--- config.mk ---
export PLATFORM = sky130hd
export DESIGN_NAME = uart_baud_divisor_calc_top
export DESIGN_NICKNAME = d
export VERILOG_FILES = /design/src/sv/ubd_pkg.sv /design/src/sv/ubd_div_stage.sv /design/src/sv/uart_baud_divisor_calc_top.sv
export SDC_FILE = /design/constraint.sdc
export NUM_CORES = 2
export LEC_CHECK = 0
export BUFFER_PORTS_ARGS = -buffer_cell sky130_fd_sc_hd__buf_2
export CELL_PAD_IN_SITES_DETAIL_PLACEMENT = 1
export CELL_PAD_IN_SITES_GLOBAL_PLACEMENT = 2
export CORE_MARGIN = 1
export CORE_UTILIZATION = 43
export CTS_CLUSTER_DIAMETER = 150
export DETAILED_ROUTE_END_ITERATION = 10
export GPL_ROUTABILITY_DRIVEN = 0
export GPL_TIMING_DRIVEN = 0
export PLACE_DENSITY = 0.85
export SLEW_MARGIN = 20
export SYNTH_ARGS = -nofsm -noshare
export SYNTH_HDL_FRONTEND = slang
export SYNTH_SLANG_ARGS = --single-unit
--- constraint.sdc ---
create_clock -name clk -period 19.56 [get_ports clk]
set_input_delay 0 -clock clk [delete_from_list [all_inputs] [get_ports clk]]
set_output_delay 0 -clock clk [all_outputs]
set_load 0.005 [all_outputs]
--- src/sv/ubd_pkg.sv ---
// Shared constants, widths and helpers of the baud divisor calculator.
package ubd_pkg;

	localparam int unsigned REF_CLOCK_HZ_DEF = 48000000;

	localparam int RATE_W  = 22;
	localparam int DIV1_W  = 9;
	localparam int DIVQ_W  = 9;
	localparam int BYTE_W  = 8;
	localparam int WORD_W  = 16;
	localparam int STEP_W  = 2;
	localparam int SHIFT_W = 4;

	localparam logic [RATE_W-1:0] RATE_MIN = RATE_W'(46);
	localparam logic [RATE_W-1:0] RATE_MAX = RATE_W'(3000000);
	localparam logic [DIV1_W-1:0] DIV_LOW  = DIV1_W'(9);
	localparam logic [DIV1_W-1:0] DIV_HIGH = DIV1_W'(255);
	localparam logic [DIVQ_W-1:0] DIV_WRAP = DIVQ_W'(256);
	localparam logic [DIVQ_W-1:0] DIV_TINY = DIVQ_W'(2);
	localparam logic [BYTE_W-1:0] VERSION_LIMIT = 8'h27;
	localparam int unsigned SCALE = 16;
	localparam int SCALE_SH = 5;

	// log2 of the clock divider for a prescaler step and base factor
	function automatic logic [SHIFT_W-1:0] clk_shift(input logic [STEP_W-1:0] step,
			input logic fact);
		logic [SHIFT_W-1:0] s3;
		s3 = SHIFT_W'({step, 1'b0}) + SHIFT_W'(step);
		return SHIFT_W'(12) - s3 - SHIFT_W'(fact);
	endfunction

endpackage

--- src/sv/ubd_div_stage.sv ---
// One registered slice of a restoring divider, STEPS quotient bits per slice.
module ubd_div_stage import ubd_pkg::*; #(
	parameter int DEN_W = DIVQ_W,
	parameter int Q_W   = DIV1_W,
	parameter int STEPS = 4
) (
	input  logic             clk,
	input  logic             en,
	input  logic [DEN_W-1:0] src_rem,
	input  logic [Q_W-1:0]   src_quo,
	input  logic [DEN_W-1:0] src_den,
	output logic [DEN_W-1:0] rem,
	output logic [Q_W-1:0]   quo,
	output logic [DEN_W-1:0] den
);

	logic [DEN_W:0]   trial;
	logic [DEN_W-1:0] r_nx;
	logic [Q_W-1:0]   q_nx;

	always_comb begin
		r_nx  = src_rem;
		q_nx  = src_quo;
		trial = '0;
		for (int i = 0; i < STEPS; i++) begin
			trial = {r_nx, q_nx[Q_W-1]};
			q_nx  = {q_nx[Q_W-2:0], 1'b0};
			if (trial >= {1'b0, src_den}) begin
				trial   = trial - {1'b0, src_den};
				q_nx[0] = 1'b1;
			end
			r_nx = trial[DEN_W-1:0];
		end
	end

	always_ff @(posedge clk) begin
		if (en) begin
			rem <= r_nx;
			quo <= q_nx;
			den <= src_den;
		end
	end

endmodule

--- src/sv/uart_baud_divisor_calc_top.sv ---
// Top level of the baud divisor calculator: front end, dividers, rounding and packing.
//
// Usage:
//   Input channel: baud_rate with in_valid / in_stall; a transfer happens on a
//   rising edge with in_valid high and in_stall low. Output channel: status,
//   prescaler, fast_factor, divisor_byte, register_word with out_valid /
//   out_stall, same rule. Every request gives exactly one result, in order.
//   Configuration: cfg_wr_en / cfg_wr_data write chip_version; write it only
//   while no request is in flight.
//   Throughput is one request per cycle while out_stall is low: a nine stage
//   pipeline (range check and prescaler pick, two slices of the 9 bit rate
//   divider, halving, four slices of the two parallel rounding dividers,
//   rounding and packing).
//   Each stage holds when the stage after it is full and stalled, so bubbles
//   still close up behind a stalled result and nothing is lost or repeated.
//   in_stall rises only when the whole pipe is full and the output stalls.
//   Reset clears all valid bits and chip_version; data registers are not reset.
module uart_baud_divisor_calc_top import ubd_pkg::*; #(
	parameter int unsigned REF_CLOCK_HZ = REF_CLOCK_HZ_DEF
) (
	input  logic                clk,
	input  logic                arst_n,
	input  logic                cfg_wr_en,
	input  logic [BYTE_W-1:0]   cfg_wr_data,
	input  logic                in_valid,
	output logic                in_stall,
	input  logic [RATE_W-1:0]   baud_rate,
	output logic                out_valid,
	input  logic                out_stall,
	output logic                status,
	output logic [STEP_W-1:0]   prescaler,
	output logic                fast_factor,
	output logic [BYTE_W-1:0]   divisor_byte,
	output logic [WORD_W-1:0]   register_word
);

	localparam int CLK_W   = $clog2(REF_CLOCK_HZ + 1);
	localparam int N16_W   = $clog2(SCALE * REF_CLOCK_HZ + 1);
	localparam int QST     = 4;
	localparam int QSTEP   = (N16_W + QST - 1) / QST;
	localparam int TQ      = QST * QSTEP;
	localparam int NSTG    = 9;
	localparam int CMP_W   = 32;

	localparam logic [CLK_W-1:0] REF_CLK = CLK_W'(REF_CLOCK_HZ);
	localparam logic [N16_W-1:0] REF_X16 = N16_W'(SCALE * REF_CLOCK_HZ);

	// lowest rate each prescaler step can reach with a 512 divisor
	localparam logic [RATE_W-1:0] MIN_R3 = RATE_W'(REF_CLOCK_HZ >> 11);
	localparam logic [RATE_W-1:0] MIN_R2 = RATE_W'(REF_CLOCK_HZ >> 14);
	localparam logic [RATE_W-1:0] MIN_R1 = RATE_W'(REF_CLOCK_HZ >> 17);
	localparam logic [RATE_W-1:0] MIN_R0 = RATE_W'(REF_CLOCK_HZ >> 20);

	logic [BYTE_W-1:0] chip_version_q;

	always_ff @(posedge clk or negedge arst_n) begin
		if (!arst_n) begin
			chip_version_q <= '0;
		end else if (cfg_wr_en) begin
			chip_version_q <= cfg_wr_data;
		end
	end

	// ---------------- valid chain and per-stage load enables ----------------
	logic [NSTG:1]   vld;
	logic [NSTG+1:1] ld;

	always_comb begin
		ld[NSTG+1] = !out_stall;
		for (int k = NSTG; k >= 1; k--) begin
			ld[k] = !vld[k] || ld[k+1];
		end
	end

	assign in_stall = !ld[1];

	always_ff @(posedge clk or negedge arst_n) begin
		if (!arst_n) begin
			vld <= '0;
		end else begin
			if (ld[1]) begin
				vld[1] <= in_valid;
			end
			for (int k = 2; k <= NSTG; k++) begin
				if (ld[k]) begin
					vld[k] <= vld[k-1];
				end
			end
		end
	end

	// ---------------- stage 1: range check and prescaler pick ----------------
	logic [RATE_W-1:0] rate_s [1:8];
	logic [STEP_W-1:0] step_s [1:8];
	logic              bad_s  [1:8];
	logic              fact_s [4:8];
	logic [DIV1_W-1:0] divp_s [4:8];
	logic [CLK_W-1:0]  n1_s1;

	logic [STEP_W-1:0] step_pick;
	logic              found;
	logic              in_range;

	always_comb begin
		in_range = (baud_rate >= RATE_MIN) && (baud_rate <= RATE_MAX);
		found    = 1'b1;
		priority if (baud_rate > MIN_R3) begin
			step_pick = 2'd3;
		end else if (baud_rate > MIN_R2) begin
			step_pick = 2'd2;
		end else if (baud_rate > MIN_R1) begin
			step_pick = 2'd1;
		end else if (baud_rate > MIN_R0) begin
			step_pick = 2'd0;
		end else begin
			step_pick = 2'd0;
			found     = 1'b0;
		end
	end

	// ---------------- stages 2..3: rate divider ----------------
	logic [RATE_W-1:0] d1_rem [1:3];
	logic [DIV1_W-1:0] d1_quo [1:3];
	logic [RATE_W-1:0] d1_den [1:3];

	// quotient is below 512 by choice of the step, so the high part starts as remainder
	assign d1_rem[1] = RATE_W'(n1_s1 >> DIV1_W);
	assign d1_quo[1] = n1_s1[DIV1_W-1:0];
	assign d1_den[1] = rate_s[1];

	ubd_div_stage #(.DEN_W(RATE_W), .Q_W(DIV1_W), .STEPS(5)) u_d1a (
		.clk(clk), .en(ld[2]),
		.src_rem(d1_rem[1]), .src_quo(d1_quo[1]), .src_den(d1_den[1]),
		.rem(d1_rem[2]), .quo(d1_quo[2]), .den(d1_den[2])
	);

	ubd_div_stage #(.DEN_W(RATE_W), .Q_W(DIV1_W), .STEPS(DIV1_W - 5)) u_d1b (
		.clk(clk), .en(ld[3]),
		.src_rem(d1_rem[2]), .src_quo(d1_quo[2]), .src_den(d1_den[2]),
		.rem(d1_rem[3]), .quo(d1_quo[3]), .den(d1_den[3])
	);

	// ---------------- stage 4: halving and rounding numerator ----------------
	logic [DIV1_W-1:0] d_raw;
	logic              halve;
	logic [DIV1_W-1:0] divp_nx;
	logic [TQ-1:0]     n16_s4;

	assign d_raw   = d1_quo[3];
	assign halve   = (d_raw < DIV_LOW) || (d_raw > DIV_HIGH);
	assign divp_nx = halve ? (d_raw >> 1) : d_raw;

	// ---------------- sideband registers ----------------
	always_ff @(posedge clk) begin
		if (ld[1]) begin
			rate_s[1] <= baud_rate;
			step_s[1] <= step_pick;
			bad_s[1]  <= !in_range || !found;
			n1_s1     <= REF_CLK >> clk_shift(step_pick, 1'b1);
		end
		for (int k = 2; k <= 8; k++) begin
			if (ld[k]) begin
				rate_s[k] <= rate_s[k-1];
				step_s[k] <= step_s[k-1];
				if (k != 4) begin
					bad_s[k] <= bad_s[k-1];
				end
			end
		end
		if (ld[4]) begin
			// drop divisors below 2 after halving
			bad_s[4]  <= bad_s[3] || (DIVQ_W'(divp_nx) < DIV_TINY);
			fact_s[4] <= !halve;
			divp_s[4] <= divp_nx;
			n16_s4    <= TQ'(REF_X16 >> clk_shift(step_s[3], !halve));
		end
		for (int k = 5; k <= 8; k++) begin
			if (ld[k]) begin
				fact_s[k] <= fact_s[k-1];
				divp_s[k] <= divp_s[k-1];
			end
		end
	end

	// ---------------- stages 5..8: 16x quotients at div and div+1 ----------------
	logic [DIVQ_W-1:0] qa_rem [4:8];
	logic [TQ-1:0]     qa_quo [4:8];
	logic [DIVQ_W-1:0] qa_den [4:8];
	logic [DIVQ_W-1:0] qb_rem [4:8];
	logic [TQ-1:0]     qb_quo [4:8];
	logic [DIVQ_W-1:0] qb_den [4:8];

	assign qa_rem[4] = '0;
	assign qa_quo[4] = n16_s4;
	assign qa_den[4] = DIVQ_W'(divp_s[4]);
	assign qb_rem[4] = '0;
	assign qb_quo[4] = n16_s4;
	assign qb_den[4] = DIVQ_W'(divp_s[4]) + DIVQ_W'(1);

	for (genvar g = 5; g <= 8; g++) begin : g_qdiv
		ubd_div_stage #(.DEN_W(DIVQ_W), .Q_W(TQ), .STEPS(QSTEP)) u_qa (
			.clk(clk), .en(ld[g]),
			.src_rem(qa_rem[g-1]), .src_quo(qa_quo[g-1]), .src_den(qa_den[g-1]),
			.rem(qa_rem[g]), .quo(qa_quo[g]), .den(qa_den[g])
		);
		ubd_div_stage #(.DEN_W(DIVQ_W), .Q_W(TQ), .STEPS(QSTEP)) u_qb (
			.clk(clk), .en(ld[g]),
			.src_rem(qb_rem[g-1]), .src_quo(qb_quo[g-1]), .src_den(qb_den[g-1]),
			.rem(qb_rem[g]), .quo(qb_quo[g]), .den(qb_den[g])
		);
	end

	// ---------------- stage 9: round, prefer slow clock, pack ----------------
	logic [CMP_W-1:0]  q_sum;
	logic [CMP_W-1:0]  rate_x32;
	logic [DIVQ_W-1:0] div_rnd;
	logic [DIVQ_W-1:0] div_fin;
	logic              fact_fin;
	logic [BYTE_W-1:0] byte_fin;
	logic              flag;

	always_comb begin
		q_sum    = CMP_W'(qa_quo[8]) + CMP_W'(qb_quo[8]);
		rate_x32 = CMP_W'(rate_s[8]) << SCALE_SH;
		// step up when the next divisor lands at least as close
		div_rnd  = DIVQ_W'(divp_s[8]) + DIVQ_W'(q_sum >= rate_x32);
		if (fact_s[8] && !div_rnd[0]) begin
			div_fin  = div_rnd >> 1;
			fact_fin = 1'b0;
		end else begin
			div_fin  = div_rnd;
			fact_fin = fact_s[8];
		end
		byte_fin = BYTE_W'(DIV_WRAP - div_fin);
		flag     = chip_version_q > VERSION_LIMIT;
	end

	always_ff @(posedge clk) begin
		if (ld[9]) begin
			if (bad_s[8]) begin
				status        <= 1'b1;
				prescaler     <= '0;
				fast_factor   <= 1'b0;
				divisor_byte  <= '0;
				register_word <= '0;
			end else begin
				status        <= 1'b0;
				prescaler     <= step_s[8];
				fast_factor   <= fact_fin;
				divisor_byte  <= byte_fin;
				register_word <= {byte_fin, flag, 4'b0000, fact_fin, step_s[8]};
			end
		end
	end

	assign out_valid = vld[NSTG];

	// ---------------- checks ----------------
	a_stall_full: assert property (@(posedge clk) disable iff (!arst_n)
		in_stall |-> (vld[1] && vld[NSTG]))
		else $error("input stalled with an empty first stage");

	a_div_span: assert property (@(posedge clk) disable iff (!arst_n)
		(vld[4] && !bad_s[4]) |-> (divp_s[4] >= DIV1_W'(2) && divp_s[4] <= DIV_HIGH))
		else $error("halved divisor out of span");

	a_reject_zero: assert property (@(posedge clk) disable iff (!arst_n)
		(out_valid && status) |-> (register_word == '0 && prescaler == '0))
		else $error("rejected result carries a nonzero word");

endmodule
==> qor.yml <==
yosysUniqueCellTypes: 98
drive_gt1_share_pct: 13.8
cp_slowest_cell: "or4_1"
postSynthCellCount: 6371
wl_met2_um: 93300
min_path_type: "primary input to flip-flop"
maxSlewViolCount: 0
die_x_um: 380
min_period_ns: 18.64
max-cap-violations: 0
drt_first_pass_iters: 5
synth_edf_count: 643
wl_met3_um: 5630
synth_area_um2: 61500
clkTransAtPathRegs_ns: 0.06
worstHoldStart: "baud_rate[2]"
cts_max_path_buffers: 3
antenna_found_initial: 3
drc_errors: 0
tightest_slew_ns: 1.06
wl_met1_um: 82100
grt_remaining_overflow: 0
nNetsFinal: 7579
port_buffers: 56
synthArstFlopShare_pct: 2.13
crit_required_ns: 19.98
tritoncts: "done"
synth-seq-cells: 657
worst_hold_slack_ns: 0.105
ant_nets: 0
dp_hpwl_um: 148000
synth.avg_cell_area_um2: 9.66
slowest_delay_ns: 0.49
finalWirelength_um: 187000
grt_max_degree: 59
chipHeight_um: 380
ctsHtreeMaxLevel: 3
criticalPathCategory: "flip-flop to flip-flop"
relSlewSlack_pct: 28.8
synthFlopType: "edfxtp_1"
r2r_start: "g_qdiv[6].u_qa.quo[31]"
vias_per_cell: 5.74
grt_pass1_vias: 52100
drt_iter0_markers: 2353
ys_warn_count: 0
cts.sinks: 657
pin_count: 65
coreArea_um2: 142000
cts_root_buffer: "clkbuf_16"
skew_ns: 0.0386
wl_per_cell_um: 21.7
crit_path_start: "g_qdiv[6].u_qa.quo[31]"
ys_seq_area_share_pct: 31.9
max_freq_mhz: 53.6
timing.final.hold_violations: 0
cp.arrival_ns: 19.06
via_count: 49400
rows: 138
cp-end-kind: "flip-flop"
area_delta_synth_final_pct: 12.1
clkLatencyLatePin_ns: 0.68
start_util_pct: 43.4
fin_crit_sh_pct: 95.3
maxUsedRoutingLayer: "met4"
cts-buffers-inserted: 76
setup_viol: 0
grt_pass1_wl_um: 293000
final_cell_mix: "824 x ha_1, 643 x edfxtp_1, 501 x inv_1"
start_kind: "flip-flop"
cp_max_fo: 10
layout_commonest_cell: "ha_1"
grt_usage_pct: 25.3
outcome: "completed"
die-area_um2: 145000
## critical path, delay by kind of cell (launching register included)
family,cells,cell delay (ns)
flops,1,0.46
simple gates,24,4.04
compound gates,37,7.45
mux,7,1.97
buf+inv,9,1.52
fa+ha+maj,9,2.95
## layout make-up
class	instances	area, µm²
Fill cell	16000	72800
Multi-Input combinational cell	5085	40300
Sequential cell	657	19700
Tap cell	1890	2360
Inverter	540	2080
Clock buffer	94	2010
Timing Repair Buffer	199	1610
Buffer	90	515
Clock inverter	45	429
Antenna cell	1	2.50
## logic make-up (layout without fill, tap and decap cells)
| logic type | Yosys count | in the layout | synth area share [%] |
|---|---|---|---|
| other cells | 1 | 8 | 0.00609 |
| fa+ha+maj | 896 | 896 | 19.0 |
| xor+xnor | 533 | 533 | 7.59 |
| buf+inv | 636 | 968 | 4.05 |
| flops | 657 | 657 | 31.9 |
| simple gates | 1541 | 1541 | 12.5 |
| compound gates | 1681 | 1682 | 17.2 |
| mux | 426 | 426 | 7.63 |
## cell usage after synthesis (18+ instances only)
cell type,count,area share [%]
edfxtp_1,643,31
nand2_1,336,2.0
inv_1,520,3.2
ha_1,827,17
clkbuf_1,60,0.37
mux2i_1,100,1.6
a21o_1,314,3.8
nor2b_1,163,1.7
a31oi_1,35,0.36
o31ai_1,47,0.57
and3_1,38,0.39
buf_4,19,0.23
fa_1,68,2.2
nand3_1,62,0.50
xor2_1,173,2.5
mux2_2,321,5.9
o21a_1,36,0.44
or3_1,22,0.22
and2_1,32,0.33
nor3_1,97,0.79
o211ai_1,18,0.22
a21boi_0,46,0.56
nand4_1,144,1.5
o21ai_0,407,3.3
a221oi_1,23,0.33
nor2_1,406,2.5
a211oi_1,35,0.43
a21oi_1,511,4.2
nand2b_1,132,1.3
or2_2,33,0.34
o21bai_1,58,0.71
xnor2_1,360,5.1
## registers in the layout, indices dropped and copies added, names as in the netlist
name and cells:
rate_s 176, g_qdiv.u_qa.quo 120, g_qdiv.u_qb.quo 88, divp_s 45, n16_s4 30, g_qdiv.u_qa.rem 27
g_qdiv.u_qb.den 27, g_qdiv.u_qb.rem 27, u_d1a.rem 22, n1_s1 21, step_s 16, u_d1a.quo 9
u_d1b.quo 9, vld 9, bad_s 8, divisor_byte 8, chip_version_q 5, fact_s 5
register_word 3, prescaler 1, status 1
## layer usage
layer	vias up	global-route usage, %
li1	23900	-
met1	24400	32.0
met2	764	45.3
met3	264	2.26
met4	0	7.90
met5	-	0
## through the flow
stage	TNS [ns]	instances	area (µm²)	setup slack (ns)	utilization [%]
2_1_floorplan	0	6377	61600	1.67	-
3_3_place_gp	-128.56	8323	64200	-3.04	45.3
3_5_place_dp	-160.24	8333	64500	-3.46	45.5
4_1_cts	0	8555	68000	0.0151	48.0
5_1_grt	-2.47	8600	69000	-0.190	48.7
6_report	0	8601	69000	0.920	48.7
## final timing paths
path	to	slack [ns]	depth (start not counted)
max in group asynchronous	vld[3]	19.00	4
setup / recovery	g_qdiv[7].u_qa.rem[2]	0.92	86
hold reg to reg	g_qdiv[7].u_qb.quo[11]	0.41	0
min in group asynchronous	chip_version_q[4]	0.37	4
hold / removal	rate_s[0][24]	0.11	2
setup reg to reg	g_qdiv[7].u_qa.rem[2]	0.92	86
## repair_timing
item                                    CTS  global route
pin swaps                                12            15
resized for setup                       122           198
gates cloned                              0             1
endpoints found under the hold margin    48             0
hold buffers                             37             0
setup buffers                            48            48
endpoints found under the setup margin   88            85
Power is not shown: default switching activity piles up to over one toggle a cycle in this logic, so the estimate is an artifact.
